File: config.mk
export PLATFORM = sky130hd
export DESIGN_NAME = seven_speaker_pan_gains_flat
export DESIGN_NICKNAME = d
export VERILOG_FILES = /design/src/hdl/spg_pkg.sv /design/src/hdl/spg_ifs.sv /design/src/hdl/seven_speaker_pan_gains.sv /design/src/flat_wrapper.sv
export SDC_FILE = /design/constraint.sdc
export NUM_CORES = 1
export LEC_CHECK = 0
export BUFFER_PORTS_ARGS = -buffer_cell sky130_fd_sc_hd__buf_2
export CORE_MARGIN = 3
export CORE_UTILIZATION = 60
export CTS_BUF_LIST = sky130_fd_sc_hd__clkbuf_8 sky130_fd_sc_hd__clkbuf_16
export DETAILED_ROUTE_END_ITERATION = 10
export PLACE_DENSITY = 0.78
export SYNTH_ARGS = -nofsm -noshare
export SYNTH_HDL_FRONTEND = slang
export SYNTH_SLANG_ARGS = --single-unit
File: constraint.sdc
create_clock -name clk -period 8.7 [get_ports clk]
set_clock_uncertainty 0.15 [all_clocks]
set_input_delay 1.305 -clock clk [delete_from_list [all_inputs] [get_ports clk]]
set_output_delay 1.305 -clock clk [all_outputs]
set_load 0.005 [all_outputs]
File: src/hdl/spg_pkg.sv
// Package for seven_speaker_pan_gains: widths, speaker ring, codes and the cosine ROM.
package spg_pkg;

    localparam int ANGLE_W       = 17;
    localparam int GAIN_W        = 16;
    localparam int ZONE_W        = 16;
    localparam int SPEAKER_COUNT = 7;
    localparam int SPK_IDX_W     = $clog2(SPEAKER_COUNT);

    typedef logic signed [ANGLE_W-1:0] angle_t;
    typedef logic [GAIN_W-1:0]         gain_t;
    typedef logic [ZONE_W-1:0]         zone_t;

    // Angles in 1/64 degree units
    localparam int FULL_TURN = 23040;
    localparam int THETA_W   = $clog2(FULL_TURN);
    localparam int WRAP_W    = ANGLE_W + 1;
    // Bias that makes every 17-bit angle positive without changing it modulo a turn
    localparam logic [WRAP_W-1:0] WRAP_BIAS  = WRAP_W'(3 * FULL_TURN);
    localparam logic [WRAP_W-1:0] WRAP_FOUR  = WRAP_W'(4 * FULL_TURN);
    localparam logic [WRAP_W-1:0] WRAP_TWO   = WRAP_W'(2 * FULL_TURN);
    localparam logic [WRAP_W-1:0] WRAP_ONE   = WRAP_W'(FULL_TURN);

    localparam logic [THETA_W-1:0] SPK_LB = THETA_W'(13440);
    localparam logic [THETA_W-1:0] SPK_LS = THETA_W'(17280);
    localparam logic [THETA_W-1:0] SPK_LF = THETA_W'(21120);
    localparam logic [THETA_W-1:0] SPK_RF = THETA_W'(1920);
    localparam logic [THETA_W-1:0] SPK_RS = THETA_W'(5760);
    localparam logic [THETA_W-1:0] SPK_RB = THETA_W'(9600);

    localparam int LONG_SPAN  = 3840;
    localparam int SHORT_SPAN = 1920;
    localparam int OFF_W      = $clog2(LONG_SPAN + 1);

    // Span index equals the index of its first speaker in the ring
    typedef enum logic [SPK_IDX_W-1:0] {
        SPAN_LB_LS,
        SPAN_LS_LF,
        SPAN_LF_C,
        SPAN_C_RF,
        SPAN_RF_RS,
        SPAN_RS_RB,
        SPAN_RB_LB
    } span_t;

    // f16 = off * 65536 / LONG_SPAN = off * 256 / 15, by reciprocal multiply
    localparam int FRAC_DIV    = LONG_SPAN / 256;
    localparam int RECIP_SHIFT = 26;
    localparam int RECIP_VAL   = ((1 << RECIP_SHIFT) + FRAC_DIV - 1) / FRAC_DIV;
    localparam int RECIP_W     = $clog2(RECIP_VAL + 1);
    localparam int FRAC_SHIFT  = RECIP_SHIFT - 8;
    localparam int PROD_W      = OFF_W + RECIP_W;
    localparam int FRAC_W      = 17;
    localparam logic [FRAC_W-1:0] FRAC_ONE = FRAC_W'(65536);

    localparam logic [GAIN_W-1:0] UNITY_Q15 = GAIN_W'(32768);

    typedef enum logic [1:0] {
        LAW_LINEAR,
        LAW_START,
        LAW_END
    } law_t;

    // Cosine ROM
    localparam int COS_ENTRIES = 256;
    localparam int IDX_W       = $clog2(COS_ENTRIES);
    localparam int DIV_BITS    = 2;
    localparam int DIV_STAGES  = (IDX_W + DIV_BITS - 1) / DIV_BITS;

    localparam logic [63:0]        PI_Q30  = 64'd3373259426;
    localparam logic signed [63:0] ONE_Q30 = 64'sd1073741824;

    typedef logic [GAIN_W-1:0] cos_rom_t [COS_ENTRIES];

    // cos(pi*j/N) in Q30 for j up to N/2, Horner on the Taylor series
    function automatic logic signed [63:0] cos_half_q30(input int unsigned j);
        logic [63:0]        xq;
        logic [63:0]        u;
        logic [63:0]        u2;
        logic [63:0]        p;
        logic signed [63:0] t;
        int                 k;
        xq = (64'(j) << 30) / COS_ENTRIES;
        u  = (PI_Q30 * xq) >> 30;
        u2 = (u * u) >> 30;
        t  = ONE_Q30;
        for (k = 0; k < 6; k++)
        begin
            if (t < 0)
            begin
                t = '0;
            end
            p = (u2 * $unsigned(t)) >> 30;
            case (k)
                0:       p = p / 132;
                1:       p = p / 90;
                2:       p = p / 56;
                3:       p = p / 30;
                4:       p = p / 12;
                default: p = p / 2;
            endcase
            t = ONE_Q30 - $signed(p);
        end
        return t;
    endfunction

    function automatic logic [GAIN_W-1:0] rom_entry(input int unsigned i);
        logic               upper;
        logic signed [63:0] c;
        logic signed [63:0] v;
        logic signed [63:0] r;
        upper = (2 * i) > COS_ENTRIES;
        c = cos_half_q30(upper ? (COS_ENTRIES - i) : i);
        v = upper ? (ONE_Q30 - c) : (ONE_Q30 + c);
        if (v < 0)
        begin
            v = '0;
        end
        r = (v + 64'sd32768) >>> 16;
        if (r > 64'sd32768)
        begin
            r = 64'sd32768;
        end
        return GAIN_W'(r);
    endfunction

    function automatic cos_rom_t build_cos_rom();
        cos_rom_t rom;
        int       i;
        for (i = 0; i < COS_ENTRIES; i++)
        begin
            rom[i] = rom_entry(i);
        end
        return rom;
    endfunction

    localparam cos_rom_t COS_ROM = build_cos_rom();

endpackage

File: src/hdl/spg_ifs.sv
// Channel interfaces for seven_speaker_pan_gains: angle, gains and zone register write.
interface spg_angle_if;
    logic            valid;
    logic            ready;
    spg_pkg::angle_t angle;

    modport source (output valid, output angle, input ready);
    modport sink   (input valid, input angle, output ready);
endinterface

interface spg_gain_if;
    logic           valid;
    logic           ready;
    spg_pkg::gain_t gain_left_back;
    spg_pkg::gain_t gain_left_side;
    spg_pkg::gain_t gain_left_front;
    spg_pkg::gain_t gain_center;
    spg_pkg::gain_t gain_right_front;
    spg_pkg::gain_t gain_right_side;
    spg_pkg::gain_t gain_right_back;

    modport source (output valid, output gain_left_back, output gain_left_side,
                    output gain_left_front, output gain_center, output gain_right_front,
                    output gain_right_side, output gain_right_back, input ready);
    modport sink   (input valid, input gain_left_back, input gain_left_side,
                    input gain_left_front, input gain_center, input gain_right_front,
                    input gain_right_side, input gain_right_back, output ready);
endinterface

interface spg_cfg_if;
    logic           valid;
    logic           ready;
    spg_pkg::zone_t solo_zone;

    modport source (output valid, output solo_zone, input ready);
    modport sink   (input valid, input solo_zone, output ready);
endinterface

File: src/hdl/seven_speaker_pan_gains.sv
// Top level of seven_speaker_pan_gains: pipelined pairwise panning gains for a seven-speaker ring.
//
//  channel   dir   word
//  --------  ----  ------------------------------------------------
//  azimuth   in    angle, 17-bit signed, 1/64 degree
//  gains     out   seven Q1.15 gains, ring order LB LS LF C RF RS RB
//  cfg       in    solo_zone, Q0.16, always ready
//
//  One word per cycle while gains is not stalled; registered stages: wrap, span, fraction multiply,
//  zone test, four radix-4 divider stages for the ROM index, ROM read and gain placement.
//  Reset clears all stage valid bits and solo_zone.
//  Each stage holds while the stage after it is full and stalled; empty stages close up.
module seven_speaker_pan_gains (
    input  logic       clk,
    input  logic       rst_n,
    spg_angle_if.sink  azimuth,
    spg_cfg_if.sink    cfg,
    spg_gain_if.source gains
);
    import spg_pkg::*;

    localparam int ST_THETA   = 0;
    localparam int ST_SPAN    = 1;
    localparam int ST_FRAC    = 2;
    localparam int ST_ZONE    = 3;
    localparam int ST_OUT     = ST_ZONE + DIV_STAGES + 1;
    localparam int NUM_STAGES = ST_OUT + 1;

    logic [NUM_STAGES-1:0] vld_reg;
    logic [NUM_STAGES-1:0] en;

    zone_t zone_reg;

    logic [THETA_W-1:0] theta_reg;
    logic [THETA_W-1:0] theta_next;

    span_t            span_s1_reg;
    logic [OFF_W-1:0] off_reg;
    span_t            span_s1_next;
    logic [OFF_W-1:0] off_next;

    span_t             span_s2_reg;
    logic [FRAC_W-1:0] frac_reg;
    logic [PROD_W-1:0] prod;

    // divider slots: 0 is the zone test result, 1..DIV_STAGES the divider stages
    span_t            dv_span_reg [DIV_STAGES+1];
    law_t             dv_law_reg  [DIV_STAGES+1];
    gain_t            dv_lin_reg  [DIV_STAGES+1];
    zone_t            dv_rem_reg  [DIV_STAGES+1];
    logic [IDX_W-1:0] dv_quo_reg  [DIV_STAGES+1];
    zone_t            dv_rem_next [DIV_STAGES+1];
    logic [IDX_W-1:0] dv_quo_next [DIV_STAGES+1];
    law_t             law_next;

    gain_t gain_reg  [SPEAKER_COUNT];
    gain_t gain_next [SPEAKER_COUNT];

    // handshake
    always_comb
    begin
        en[ST_OUT] = !vld_reg[ST_OUT] || gains.ready;
        for (int k = ST_OUT - 1; k >= 0; k--)
        begin
            en[k] = !vld_reg[k] || en[k+1];
        end
    end

    assign azimuth.ready = en[ST_THETA];
    assign cfg.ready     = 1'b1;
    assign gains.valid   = vld_reg[ST_OUT];

    always_ff @(posedge clk or negedge rst_n)
    begin
        if (!rst_n)
        begin
            vld_reg  <= '0;
            zone_reg <= '0;
        end
        else
        begin
            if (cfg.valid)
            begin
                zone_reg <= cfg.solo_zone;
            end
            if (en[ST_THETA])
            begin
                vld_reg[ST_THETA] <= azimuth.valid;
            end
            for (int k = 1; k < NUM_STAGES; k++)
            begin
                if (en[k])
                begin
                    vld_reg[k] <= vld_reg[k-1];
                end
            end
        end
    end

    // stage 0: wrap into one turn
    always_comb
    begin
        logic [WRAP_W-1:0] w0;
        logic [WRAP_W-1:0] w1;
        logic [WRAP_W-1:0] w2;
        logic [WRAP_W-1:0] w3;
        w0 = {azimuth.angle[ANGLE_W-1], azimuth.angle} + WRAP_BIAS;
        w1 = (w0 >= WRAP_FOUR) ? (w0 - WRAP_FOUR) : w0;
        w2 = (w1 >= WRAP_TWO)  ? (w1 - WRAP_TWO)  : w1;
        w3 = (w2 >= WRAP_ONE)  ? (w2 - WRAP_ONE)  : w2;
        theta_next = w3[THETA_W-1:0];
    end

    // stage 1: first span in ring order that holds the angle
    always_comb
    begin
        logic [THETA_W-1:0] off_full;
        if (theta_reg == '0)
        begin
            span_s1_next = SPAN_LF_C;
            off_full     = THETA_W'(SHORT_SPAN);
        end
        else if (theta_reg > SPK_LF)
        begin
            span_s1_next = SPAN_LF_C;
            off_full     = theta_reg - SPK_LF;
        end
        else if (theta_reg > SPK_LS)
        begin
            span_s1_next = SPAN_LS_LF;
            off_full     = theta_reg - SPK_LS;
        end
        else if (theta_reg >= SPK_LB)
        begin
            span_s1_next = SPAN_LB_LS;
            off_full     = theta_reg - SPK_LB;
        end
        else if (theta_reg > SPK_RB)
        begin
            span_s1_next = SPAN_RB_LB;
            off_full     = theta_reg - SPK_RB;
        end
        else if (theta_reg > SPK_RS)
        begin
            span_s1_next = SPAN_RS_RB;
            off_full     = theta_reg - SPK_RS;
        end
        else if (theta_reg > SPK_RF)
        begin
            span_s1_next = SPAN_RF_RS;
            off_full     = theta_reg - SPK_RF;
        end
        else
        begin
            span_s1_next = SPAN_C_RF;
            off_full     = theta_reg;
        end
        // short spans scaled up to the long span
        if (span_s1_next == SPAN_LF_C || span_s1_next == SPAN_C_RF)
        begin
            off_next = OFF_W'(off_full << 1);
        end
        else
        begin
            off_next = OFF_W'(off_full);
        end
    end

    // stage 2: fraction across the span, unsigned Q1.16 up to 1.0
    assign prod = PROD_W'(off_reg) * PROD_W'(RECIP_VAL);

    // stage 3: zone test, then divider: index = distance * N / zone,
    // DIV_BITS quotient bits per stage
    always_comb
    begin
        logic             in_start;
        logic             in_end;
        logic [ZONE_W:0]  r2;
        zone_t            r;
        logic [IDX_W-1:0] q;
        in_start = frac_reg < {1'b0, zone_reg};
        in_end   = frac_reg > (FRAC_ONE - {1'b0, zone_reg});
        if (in_start)
        begin
            law_next       = LAW_START;
            dv_rem_next[0] = frac_reg[ZONE_W-1:0];
        end
        else if (in_end)
        begin
            law_next       = LAW_END;
            dv_rem_next[0] = ZONE_W'(FRAC_ONE - frac_reg);
        end
        else
        begin
            law_next       = LAW_LINEAR;
            dv_rem_next[0] = frac_reg[ZONE_W-1:0];
        end
        dv_quo_next[0] = '0;
        for (int s = 0; s < DIV_STAGES; s++)
        begin
            r = dv_rem_reg[s];
            q = dv_quo_reg[s];
            for (int j = 0; j < DIV_BITS; j++)
            begin
                if (s * DIV_BITS + j < IDX_W)
                begin
                    r2 = {r, 1'b0};
                    if (r2 >= {1'b0, zone_reg})
                    begin
                        r = ZONE_W'(r2 - {1'b0, zone_reg});
                        q = {q[IDX_W-2:0], 1'b1};
                    end
                    else
                    begin
                        r = r2[ZONE_W-1:0];
                        q = {q[IDX_W-2:0], 1'b0};
                    end
                end
            end
            dv_rem_next[s+1] = r;
            dv_quo_next[s+1] = q;
        end
    end

    // last stage: ROM read and gain placement
    always_comb
    begin
        gain_t                cosv;
        gain_t                ga;
        gain_t                gb;
        logic [SPK_IDX_W-1:0] first;
        logic [SPK_IDX_W-1:0] second;
        cosv = COS_ROM[dv_quo_reg[DIV_STAGES]];
        case (dv_law_reg[DIV_STAGES])
            LAW_START:
            begin
                ga = cosv;
                gb = UNITY_Q15 - cosv;
            end
            LAW_END:
            begin
                gb = cosv;
                ga = UNITY_Q15 - cosv;
            end
            default:
            begin
                gb = dv_lin_reg[DIV_STAGES];
                ga = UNITY_Q15 - dv_lin_reg[DIV_STAGES];
            end
        endcase
        first  = dv_span_reg[DIV_STAGES];
        second = (dv_span_reg[DIV_STAGES] == SPAN_RB_LB) ? '0 : SPK_IDX_W'(first + 1'b1);
        for (int k = 0; k < SPEAKER_COUNT; k++)
        begin
            gain_next[k] = '0;
        end
        gain_next[first]  = ga;
        gain_next[second] = gb;
    end

    // payload
    always_ff @(posedge clk)
    begin
        if (en[ST_THETA])
        begin
            theta_reg <= theta_next;
        end
        if (en[ST_SPAN])
        begin
            span_s1_reg <= span_s1_next;
            off_reg     <= off_next;
        end
        if (en[ST_FRAC])
        begin
            span_s2_reg <= span_s1_reg;
            frac_reg    <= FRAC_W'(prod >> FRAC_SHIFT);
        end
        if (en[ST_ZONE])
        begin
            dv_span_reg[0] <= span_s2_reg;
            dv_law_reg[0]  <= law_next;
            dv_lin_reg[0]  <= GAIN_W'(frac_reg >> 1);
            dv_rem_reg[0]  <= dv_rem_next[0];
            dv_quo_reg[0]  <= dv_quo_next[0];
        end
        for (int s = 1; s <= DIV_STAGES; s++)
        begin
            if (en[ST_ZONE + s])
            begin
                dv_span_reg[s] <= dv_span_reg[s-1];
                dv_law_reg[s]  <= dv_law_reg[s-1];
                dv_lin_reg[s]  <= dv_lin_reg[s-1];
                dv_rem_reg[s]  <= dv_rem_next[s];
                dv_quo_reg[s]  <= dv_quo_next[s];
            end
        end
        if (en[ST_OUT])
        begin
            for (int k = 0; k < SPEAKER_COUNT; k++)
            begin
                gain_reg[k] <= gain_next[k];
            end
        end
    end

    assign gains.gain_left_back   = gain_reg[0];
    assign gains.gain_left_side   = gain_reg[1];
    assign gains.gain_left_front  = gain_reg[2];
    assign gains.gain_center      = gain_reg[3];
    assign gains.gain_right_front = gain_reg[4];
    assign gains.gain_right_side  = gain_reg[5];
    assign gains.gain_right_back  = gain_reg[6];

    // checks
    logic [GAIN_W+2:0]        gain_sum;
    logic [SPEAKER_COUNT-1:0] gain_nz;

    always_comb
    begin
        gain_sum = '0;
        for (int k = 0; k < SPEAKER_COUNT; k++)
        begin
            gain_sum   = gain_sum + (GAIN_W+3)'(gain_reg[k]);
            gain_nz[k] = gain_reg[k] != '0;
        end
    end

    a_gain_sum: assert property (@(posedge clk) disable iff (!rst_n)
        vld_reg[ST_OUT] |-> gain_sum == (GAIN_W+3)'(UNITY_Q15))
        else $error("gains do not sum to unity");

    a_gain_pair: assert property (@(posedge clk) disable iff (!rst_n)
        vld_reg[ST_OUT] |-> $countones(gain_nz) <= 2)
        else $error("more than two speakers driven");

    a_theta_wrap: assert property (@(posedge clk) disable iff (!rst_n)
        vld_reg[ST_THETA] |-> theta_reg < THETA_W'(FULL_TURN))
        else $error("wrapped angle out of range");

    a_div_rem: assert property (@(posedge clk) disable iff (!rst_n)
        (vld_reg[ST_ZONE] && dv_law_reg[0] != LAW_LINEAR) |-> dv_rem_reg[0] < zone_reg)
        else $error("crossfade distance not inside zone");

endmodule
File: src/flat_wrapper.sv
// flat-port wrapper written by rule: the top's interface ports become plain ports
module seven_speaker_pan_gains_flat import spg_pkg::*;
  (clk, rst_n, azimuth_valid, azimuth_angle, azimuth_ready, cfg_valid, cfg_solo_zone, cfg_ready, gains_valid, gains_gain_left_back, gains_gain_left_side, gains_gain_left_front, gains_gain_center, gains_gain_right_front, gains_gain_right_side, gains_gain_right_back, gains_ready);
  spg_angle_if azimuth_i ();
  spg_cfg_if cfg_i ();
  spg_gain_if gains_i ();
  input  logic clk;
  input  logic rst_n;
  input wire logic [$bits(azimuth_i.valid)-1:0] azimuth_valid;
  input wire logic [$bits(azimuth_i.angle)-1:0] azimuth_angle;
  output wire logic [$bits(azimuth_i.ready)-1:0] azimuth_ready;
  input wire logic [$bits(cfg_i.valid)-1:0] cfg_valid;
  input wire logic [$bits(cfg_i.solo_zone)-1:0] cfg_solo_zone;
  output wire logic [$bits(cfg_i.ready)-1:0] cfg_ready;
  output wire logic [$bits(gains_i.valid)-1:0] gains_valid;
  output wire logic [$bits(gains_i.gain_left_back)-1:0] gains_gain_left_back;
  output wire logic [$bits(gains_i.gain_left_side)-1:0] gains_gain_left_side;
  output wire logic [$bits(gains_i.gain_left_front)-1:0] gains_gain_left_front;
  output wire logic [$bits(gains_i.gain_center)-1:0] gains_gain_center;
  output wire logic [$bits(gains_i.gain_right_front)-1:0] gains_gain_right_front;
  output wire logic [$bits(gains_i.gain_right_side)-1:0] gains_gain_right_side;
  output wire logic [$bits(gains_i.gain_right_back)-1:0] gains_gain_right_back;
  input wire logic [$bits(gains_i.ready)-1:0] gains_ready;
  assign azimuth_i.valid = azimuth_valid;
  assign azimuth_i.angle = azimuth_angle;
  assign azimuth_ready = azimuth_i.ready;
  assign cfg_i.valid = cfg_valid;
  assign cfg_i.solo_zone = cfg_solo_zone;
  assign cfg_ready = cfg_i.ready;
  assign gains_valid = gains_i.valid;
  assign gains_gain_left_back = gains_i.gain_left_back;
  assign gains_gain_left_side = gains_i.gain_left_side;
  assign gains_gain_left_front = gains_i.gain_left_front;
  assign gains_gain_center = gains_i.gain_center;
  assign gains_gain_right_front = gains_i.gain_right_front;
  assign gains_gain_right_side = gains_i.gain_right_side;
  assign gains_gain_right_back = gains_i.gain_right_back;
  assign gains_i.ready = gains_ready;
  seven_speaker_pan_gains u_core (.clk(clk), .rst_n(rst_n), .azimuth(azimuth_i), .cfg(cfg_i), .gains(gains_i));
endmodule
==> out/metrics.yaml, run 1 <==
endpoint: "u_core.dv_rem_reg[0][27]$_DFFE_PP_"
clockBufferDepth: 3
grt_usage_pct: 31.49
cp-start-kind: "flip-flop"
setup_viol: 0
antenna_found_initial: 0
seq_area_um2: 11170
path_clk_slew_ns: 0.06
core_um2: 46850
r2r-end: "u_core.dv_rem_reg[0][27]$_DFFE_PP_"
fmaxAchievable_mhz: 133.4
drtIter0Drc: 3092
period_needed_ns: 7.498
ys_warn_count: 0
clock-root-buffer: "clkbuf_16"
worstHoldPathType: "reg -> reg"
post-cts-setup-buffers: 0
drive_gt1_share_pct: 13.68
status: "complete, no violations"
startpoint: "u_core.zone_reg[1]$_DFFE_PN0P_"
fill_cells: 3631
synth_cell_types: 104
die_y_um: 224.3
path_max_fanout: 24
hold_slack_ns: 0.2466
cts_max_level: 2
wl_per_cell_um: 22.94
rsz0062_at_grt: "false"
drc: 0
die_x_um: 224.3
final_common_cell: "edfxtp_1"
arrival_ns: 7.65
avgSynthCellArea_um2: 10.09
tritoncts: "yes"
vias_per_cell: 6.805
hold_viol_final: 0
hold_buffers: 0
end_kind: "flip-flop"
synth_nets: 3150
cts_resized: 0
drv_slew: 0
netlist_area_um2: 28580
hpwl_um: 57190
multi_input_area_um2: 16140
gp_congestion: 1.011
fin_crit_sh_pct: 86.18
timing.rr.start: "u_core.zone_reg[1]$_DFFE_PN0P_"
grt_pass1_vias: 23370
crit_type: "reg -> reg"
final_cell_mix: "edfxtp_1 (351), ha_1 (258), nor2_1 (178)"
grt_max_degree: 158
area_growth_pct: 8.790
die_area_um2: 50290
nets: 3231
clock_latency_ns: 0.58
drtAntennaViolNets: 0
pin_count: 153
synthArstFlopShare_pct: 6.649
cts_made_buffers: 41
initial_core_util_pct: 61.01
r2r_cells: 23
largest_reg_flops: 112
tns_ns: 0
row_count: 79
portBuffers: 151
drv_cap: 0
ys_seq_area_share_pct: 39.06
worst_slew_pin_slew_ns: 1.250
synthCells: 2833
slew-limit-headroom_pct: 16.64
cts.sinks: 376
firstDrtPassIters: 10
synth_ff_type: "edfxtp_1"
n_antenna_cell: 0
vias: 24180
r2r_slack_ns: 1.20
yosys_register_bits: 376
routed_wl_um: 81500
overflow: 0
synth-edff-count: 351
cp.required_ns: 8.86
grt_pass1_wl_um: 127000
-- synthesized netlist by cell type, types with 43 or more instances --
cell,instances,area [µm²]
o22ai_1,98,613.1
nand3_1,50,250.2
nand2b_1,51,319.1
clkbuf_1,97,364.1
mux2_2,83,934.7
a21o_1,60,450.4
ha_1,258,3228
o21ai_0,133,665.6
nor2b_1,50,312.8
nor2_1,178,668.1
nor3_1,80,400.4
xnor2_1,134,1174
nand2_1,151,566.8
edfxtp_1,351,10540
xor2_1,43,376.6
a21oi_1,176,880.8
inv_1,131,491.7
-- final cells by class --
| cell class | count | share of cell area, % |
|---|---|---|
| Multi-Input combinational cell | 2158 | 51.90 |
| Inverter | 137 | 1.662 |
| Clock inverter | 34 | 1.135 |
| Sequential cell | 376 | 35.91 |
| Clock buffer | 41 | 3.300 |
| Timing Repair Buffer | 200 | 3.654 |
| Tap cell | 607 | 2.442 |
-- worst min path at each step --
stage	startpoint	to	cells after the start
6_report	u_core.dv_lin_reg[0][1]$_DFFE_PP_	u_core.dv_lin_reg[0][17]$_DFFE_PP_	0
5_1_grt	u_core.dv_lin_reg[0][1]$_DFFE_PP_	u_core.dv_lin_reg[0][17]$_DFFE_PP_	0
4_1_cts	u_core.dv_lin_reg[0][1]$_DFFE_PP_	u_core.dv_lin_reg[0][17]$_DFFE_PP_	0
3_5_place_dp	u_core.dv_lin_reg[0][1]$_DFFE_PP_	u_core.dv_lin_reg[0][17]$_DFFE_PP_	0
3_3_place_gp	u_core.dv_lin_reg[0][40]$_DFFE_PP_	u_core.dv_lin_reg[0][56]$_DFFE_PP_	0
2_1_floorplan	u_core.dv_law_reg[0][0]$_DFFE_PP_	u_core.dv_law_reg[0][2]$_DFFE_PP_	0
-- worst max-delay path, cell delays in order, from the launching register on --
cell and delay, ns:
dfrtp_1 0.41, inv_1 0.08, ha_1 0.29, nor2b_1 0.13, o21ai_1 0.17, a21boi_1 0.13
o41ai_2 0.35, o221ai_1 0.32, a41o_1 0.29, a221o_1 0.31, a41o_1 0.56, and2_1 0.33
ha_1 0.31, nor2b_1 0.14, o21ai_0 0.25, a21oi_1 0.13, o21ai_0 0.22, a21oi_1 0.16
a221oi_1 0.43, o21ai_0 0.28, o21ai_0 0.23, a21oi_1 0.13, a2111oi_4 0.99, mux2_2 0.43
-- per-layer routing --
layer | global-route usage, % | vias up | share of wire, %
met2 | 51.24 | 1387 | 47
met4 | 16.03 | 0 | 5.2
met3 | 5.038 | 277 | 8.7
met5 | 0 | - | 0
met1 | 41.16 | 11550 | 40
li1 | - | 10960 | -
-- logic make-up (layout without fill, tap and decap cells) --
| family | Yosys count | in the layout | share of synthesized area [%] |
|---|---|---|---|
| other | 1 | 1 | 0.01312 |
| multiplexers | 117 | 117 | 4.968 |
| flip-flops | 376 | 376 | 39.06 |
| AND/OR/NAND/NOR | 720 | 720 | 12.56 |
| XOR/XNOR | 178 | 178 | 5.507 |
| AO/OA/AOI/OAI | 860 | 860 | 20.47 |
| adder cells (fa/ha/maj) | 282 | 282 | 12.87 |
| buffers and inverters | 299 | 412 | 4.535 |
-- stage by stage --
| step | instance area [µm²] | cells | utilization (%) | setup WS (ns) |
|---|---|---|---|---|
| after floorplan | 28580 | 2833 | - | 2.064 |
| after global placement | 29720 | 3478 | 63.42 | 1.644 |
| after detailed placement | 29720 | 3478 | 63.42 | 1.435 |
| after CTS | 31090 | 3553 | 66.37 | 1.357 |
| after global routing | 31090 | 3553 | 66.37 | 0.6447 |
| final | 31090 | 3553 | 66.37 | 1.203 |
Power of run 1 is left out: the tool's default activity adds up to more than one toggle a clock period on the data nets, which glitch-free logic cannot reach.
==> inputs of run 2 (changes only) <==
--- a/config.mk
+++ b/config.mk
@@ -6,11 +6,13 @@
 export NUM_CORES = 1
 export LEC_CHECK = 0
 export BUFFER_PORTS_ARGS = -buffer_cell sky130_fd_sc_hd__buf_2
+export CELL_PAD_IN_SITES_DETAIL_PLACEMENT = 2
+export CELL_PAD_IN_SITES_GLOBAL_PLACEMENT = 2
 export CORE_MARGIN = 3
-export CORE_UTILIZATION = 60
+export CORE_UTILIZATION = 41
 export CTS_BUF_LIST = sky130_fd_sc_hd__clkbuf_8 sky130_fd_sc_hd__clkbuf_16
 export DETAILED_ROUTE_END_ITERATION = 10
-export PLACE_DENSITY = 0.78
+export PLACE_DENSITY_LB_ADDON = 0.1
 export SYNTH_ARGS = -nofsm -noshare
 export SYNTH_HDL_FRONTEND = slang
 export SYNTH_SLANG_ARGS = --single-unit
==> out/metrics.yaml, run 2 (synthesis results as in run 1) <==
dp.cells: 3805  # +9.4%
vias: 24360  # +0.76%
worstHoldPathType: "reg -> reg"
period_needed_ns: 7.323  # -0.1746 ns
hpwl_um: 77590  # +36%
tritoncts: "yes"
gp_congestion: 0.9312  # -7.9%
startpoint: "u_core.zone_reg[1]$_DFFE_PN0P_"
cts_resized: 0  # unchanged
largest_reg_flops: 112  # unchanged
pin_count: 153  # unchanged
fmaxAchievable_mhz: 136.6  # +2.4%
drv_slew: 0  # unchanged
cp.required_ns: 8.89  # +0.03 ns
drc: 0  # unchanged
status: "complete, no violations"
initial_core_util_pct: 41.53  # -19 points
post-cts-setup-buffers: 0  # unchanged
clock_latency_ns: 0.61  # +0.03 ns
n_antenna_cell: 0  # unchanged
wl_per_cell_um: 27.37  # +19%
portBuffers: 151  # unchanged
nets: 3238  # +0.22%
crit_type: "reg -> reg"
slew-limit-headroom_pct: 13.31  # -3.3 points
grt_max_degree: 135  # -15%
grt_pass1_vias: 26480  # +13%
path_clk_slew_ns: 0.06  # about the same
cp-start-kind: "flip-flop"
cts_max_level: 2  # unchanged
setup_viol: 0  # unchanged
firstDrtPassIters: 5  # -5
clock-root-buffer: "clkbuf_16"
final_cell_mix: "edfxtp_1 (351), ha_1 (258), nor2_1 (178)"
grt_usage_pct: 28.32  # -3.2 points
cts_made_buffers: 45  # +9.8%
final_common_cell: "edfxtp_1"
worstHoldStart: "u_core.dv_lin_reg[0][28]$_DFFE_PP_"
rsz0062_at_grt: "false"
clockBufferDepth: 3  # unchanged
die_x_um: 270.0  # +20%
timing.rr.start: "u_core.zone_reg[1]$_DFFE_PN0P_"
fin_crit_sh_pct: 84.17  # -2.0 points
path_max_fanout: 10  # -58%
arrival_ns: 7.51  # -0.14 ns
drtAntennaViolNets: 0  # unchanged
hold_buffers: 0  # unchanged
overflow: 0  # unchanged
drive_gt1_share_pct: 13.97  # +0.29 points
row_count: 96  # +22%
routed_wl_um: 106400  # +31%
grt_pass1_wl_um: 162700  # +28%
drtIter0Drc: 1959  # -37%
worst_slew_pin_slew_ns: 1.300  # +0.04986 ns
antenna_found_initial: 1  # +1
hold_viol_final: 0  # unchanged
area_growth_pct: 10.47
final_cells: 3888  # +9.4%
vias_per_cell: 6.266  # -7.9%
core_um2: 68830  # +47%
cts.sinks: 376  # unchanged
end_kind: "flip-flop"
tns_ns: 0  # unchanged
die_y_um: 270.0  # +20%
drv_cap: 0  # unchanged
die_area_um2: 72920  # +45%
-- run 2: cell count changes in the layout (fill, tap and decap cells not counted), moves of 3 or more --
cell	delta
clkinv_2	+5
clkinv_4	-3
bufinv_16	-4
buf_4	+3
clkbuf_16	+4
clkbuf_8	+4
-- run 2: per-layer routing --
layer | GRT usage [%] | vias up | share of wire (%)
met4 | 11.96 | 0 | 4.4
li1 | - | 10990 | -
met1 | 35.15 | 12440 | 42
met5 | 0 | - | 0
met3 | 3.775 | 241 | 4.5
met2 | 49.46 | 694 | 49
-- run 2: per-stage QoR --
| stage | hold slack [ns] | utilization [%] | cell area (µm²) | setup WS [ns] |
|---|---|---|---|---|
| 6_report | 0.2469 | 45.88 | 31570 | 1.377 |
| 5_1_grt | 0.2681 | 45.88 | 31570 | 0.9167 |
| 3_3_place_gp | 0.2507 | 43.80 | 30150 | 1.979 |
| 4_1_cts | 0.2590 | 45.88 | 31570 | 1.445 |
| 3_5_place_dp | 0.2609 | 43.80 | 30150 | 1.551 |
| 2_1_floorplan | 0.2503 | - | 28580 | 2.064 |
-- run 2: layout make-up --
cell class / instances / area, µm²
repair buffers: 203 / 1159
fillers: 7266 / 37250
inverters: 137 / 516.7
clock buffers: 49 / 1181
flip-flops and latches: 376 / 11170
multi-input cells: 2158 / 16140
well taps: 931 / 1165
clock inverters: 34 / 246.5
-- run 2: worst max-delay path, cell delays in order, from the launching register on --
cell and delay (ns):
dfrtp_1 0.43, inv_1 0.10, ha_1 0.30, nor2b_1 0.14, o21ai_1 0.18, a21boi_1 0.16
o41ai_2 0.37, o221ai_1 0.32, a41o_1 0.29, a221o_1 0.30, a41o_1 0.34, and2_1 0.21
ha_1 0.30, nor2b_1 0.14, o21ai_0 0.34, a21oi_1 0.16, o21ai_0 0.24, a21oi_1 0.18
a221oi_1 0.42, o21ai_0 0.26, o21ai_0 0.25, a21oi_1 0.14, a2111oi_4 0.66, buf_4 0.32
mux2_2 0.36
-- run 2: worst paths after layout --
check / end / slack (ns) / cells past startpoint
setup / recovery: u_core.dv_rem_reg[0][22]$_DFFE_PP_ / 1.38 / 24
min in group asynchronous: u_core.vld_reg[7]$_DFFE_PN0P_ / 0.61 / 1
max in group asynchronous: u_core.zone_reg[2]$_DFFE_PN0P_ / 7.30 / 1
setup reg to reg: u_core.dv_rem_reg[0][22]$_DFFE_PP_ / 1.38 / 24
hold / removal: u_core.dv_lin_reg[0][44]$_DFFE_PP_ / 0.25 / 0
hold reg to reg: u_core.dv_lin_reg[0][44]$_DFFE_PP_ / 0.25 / 0
Power of run 2 is left out for the same reason.
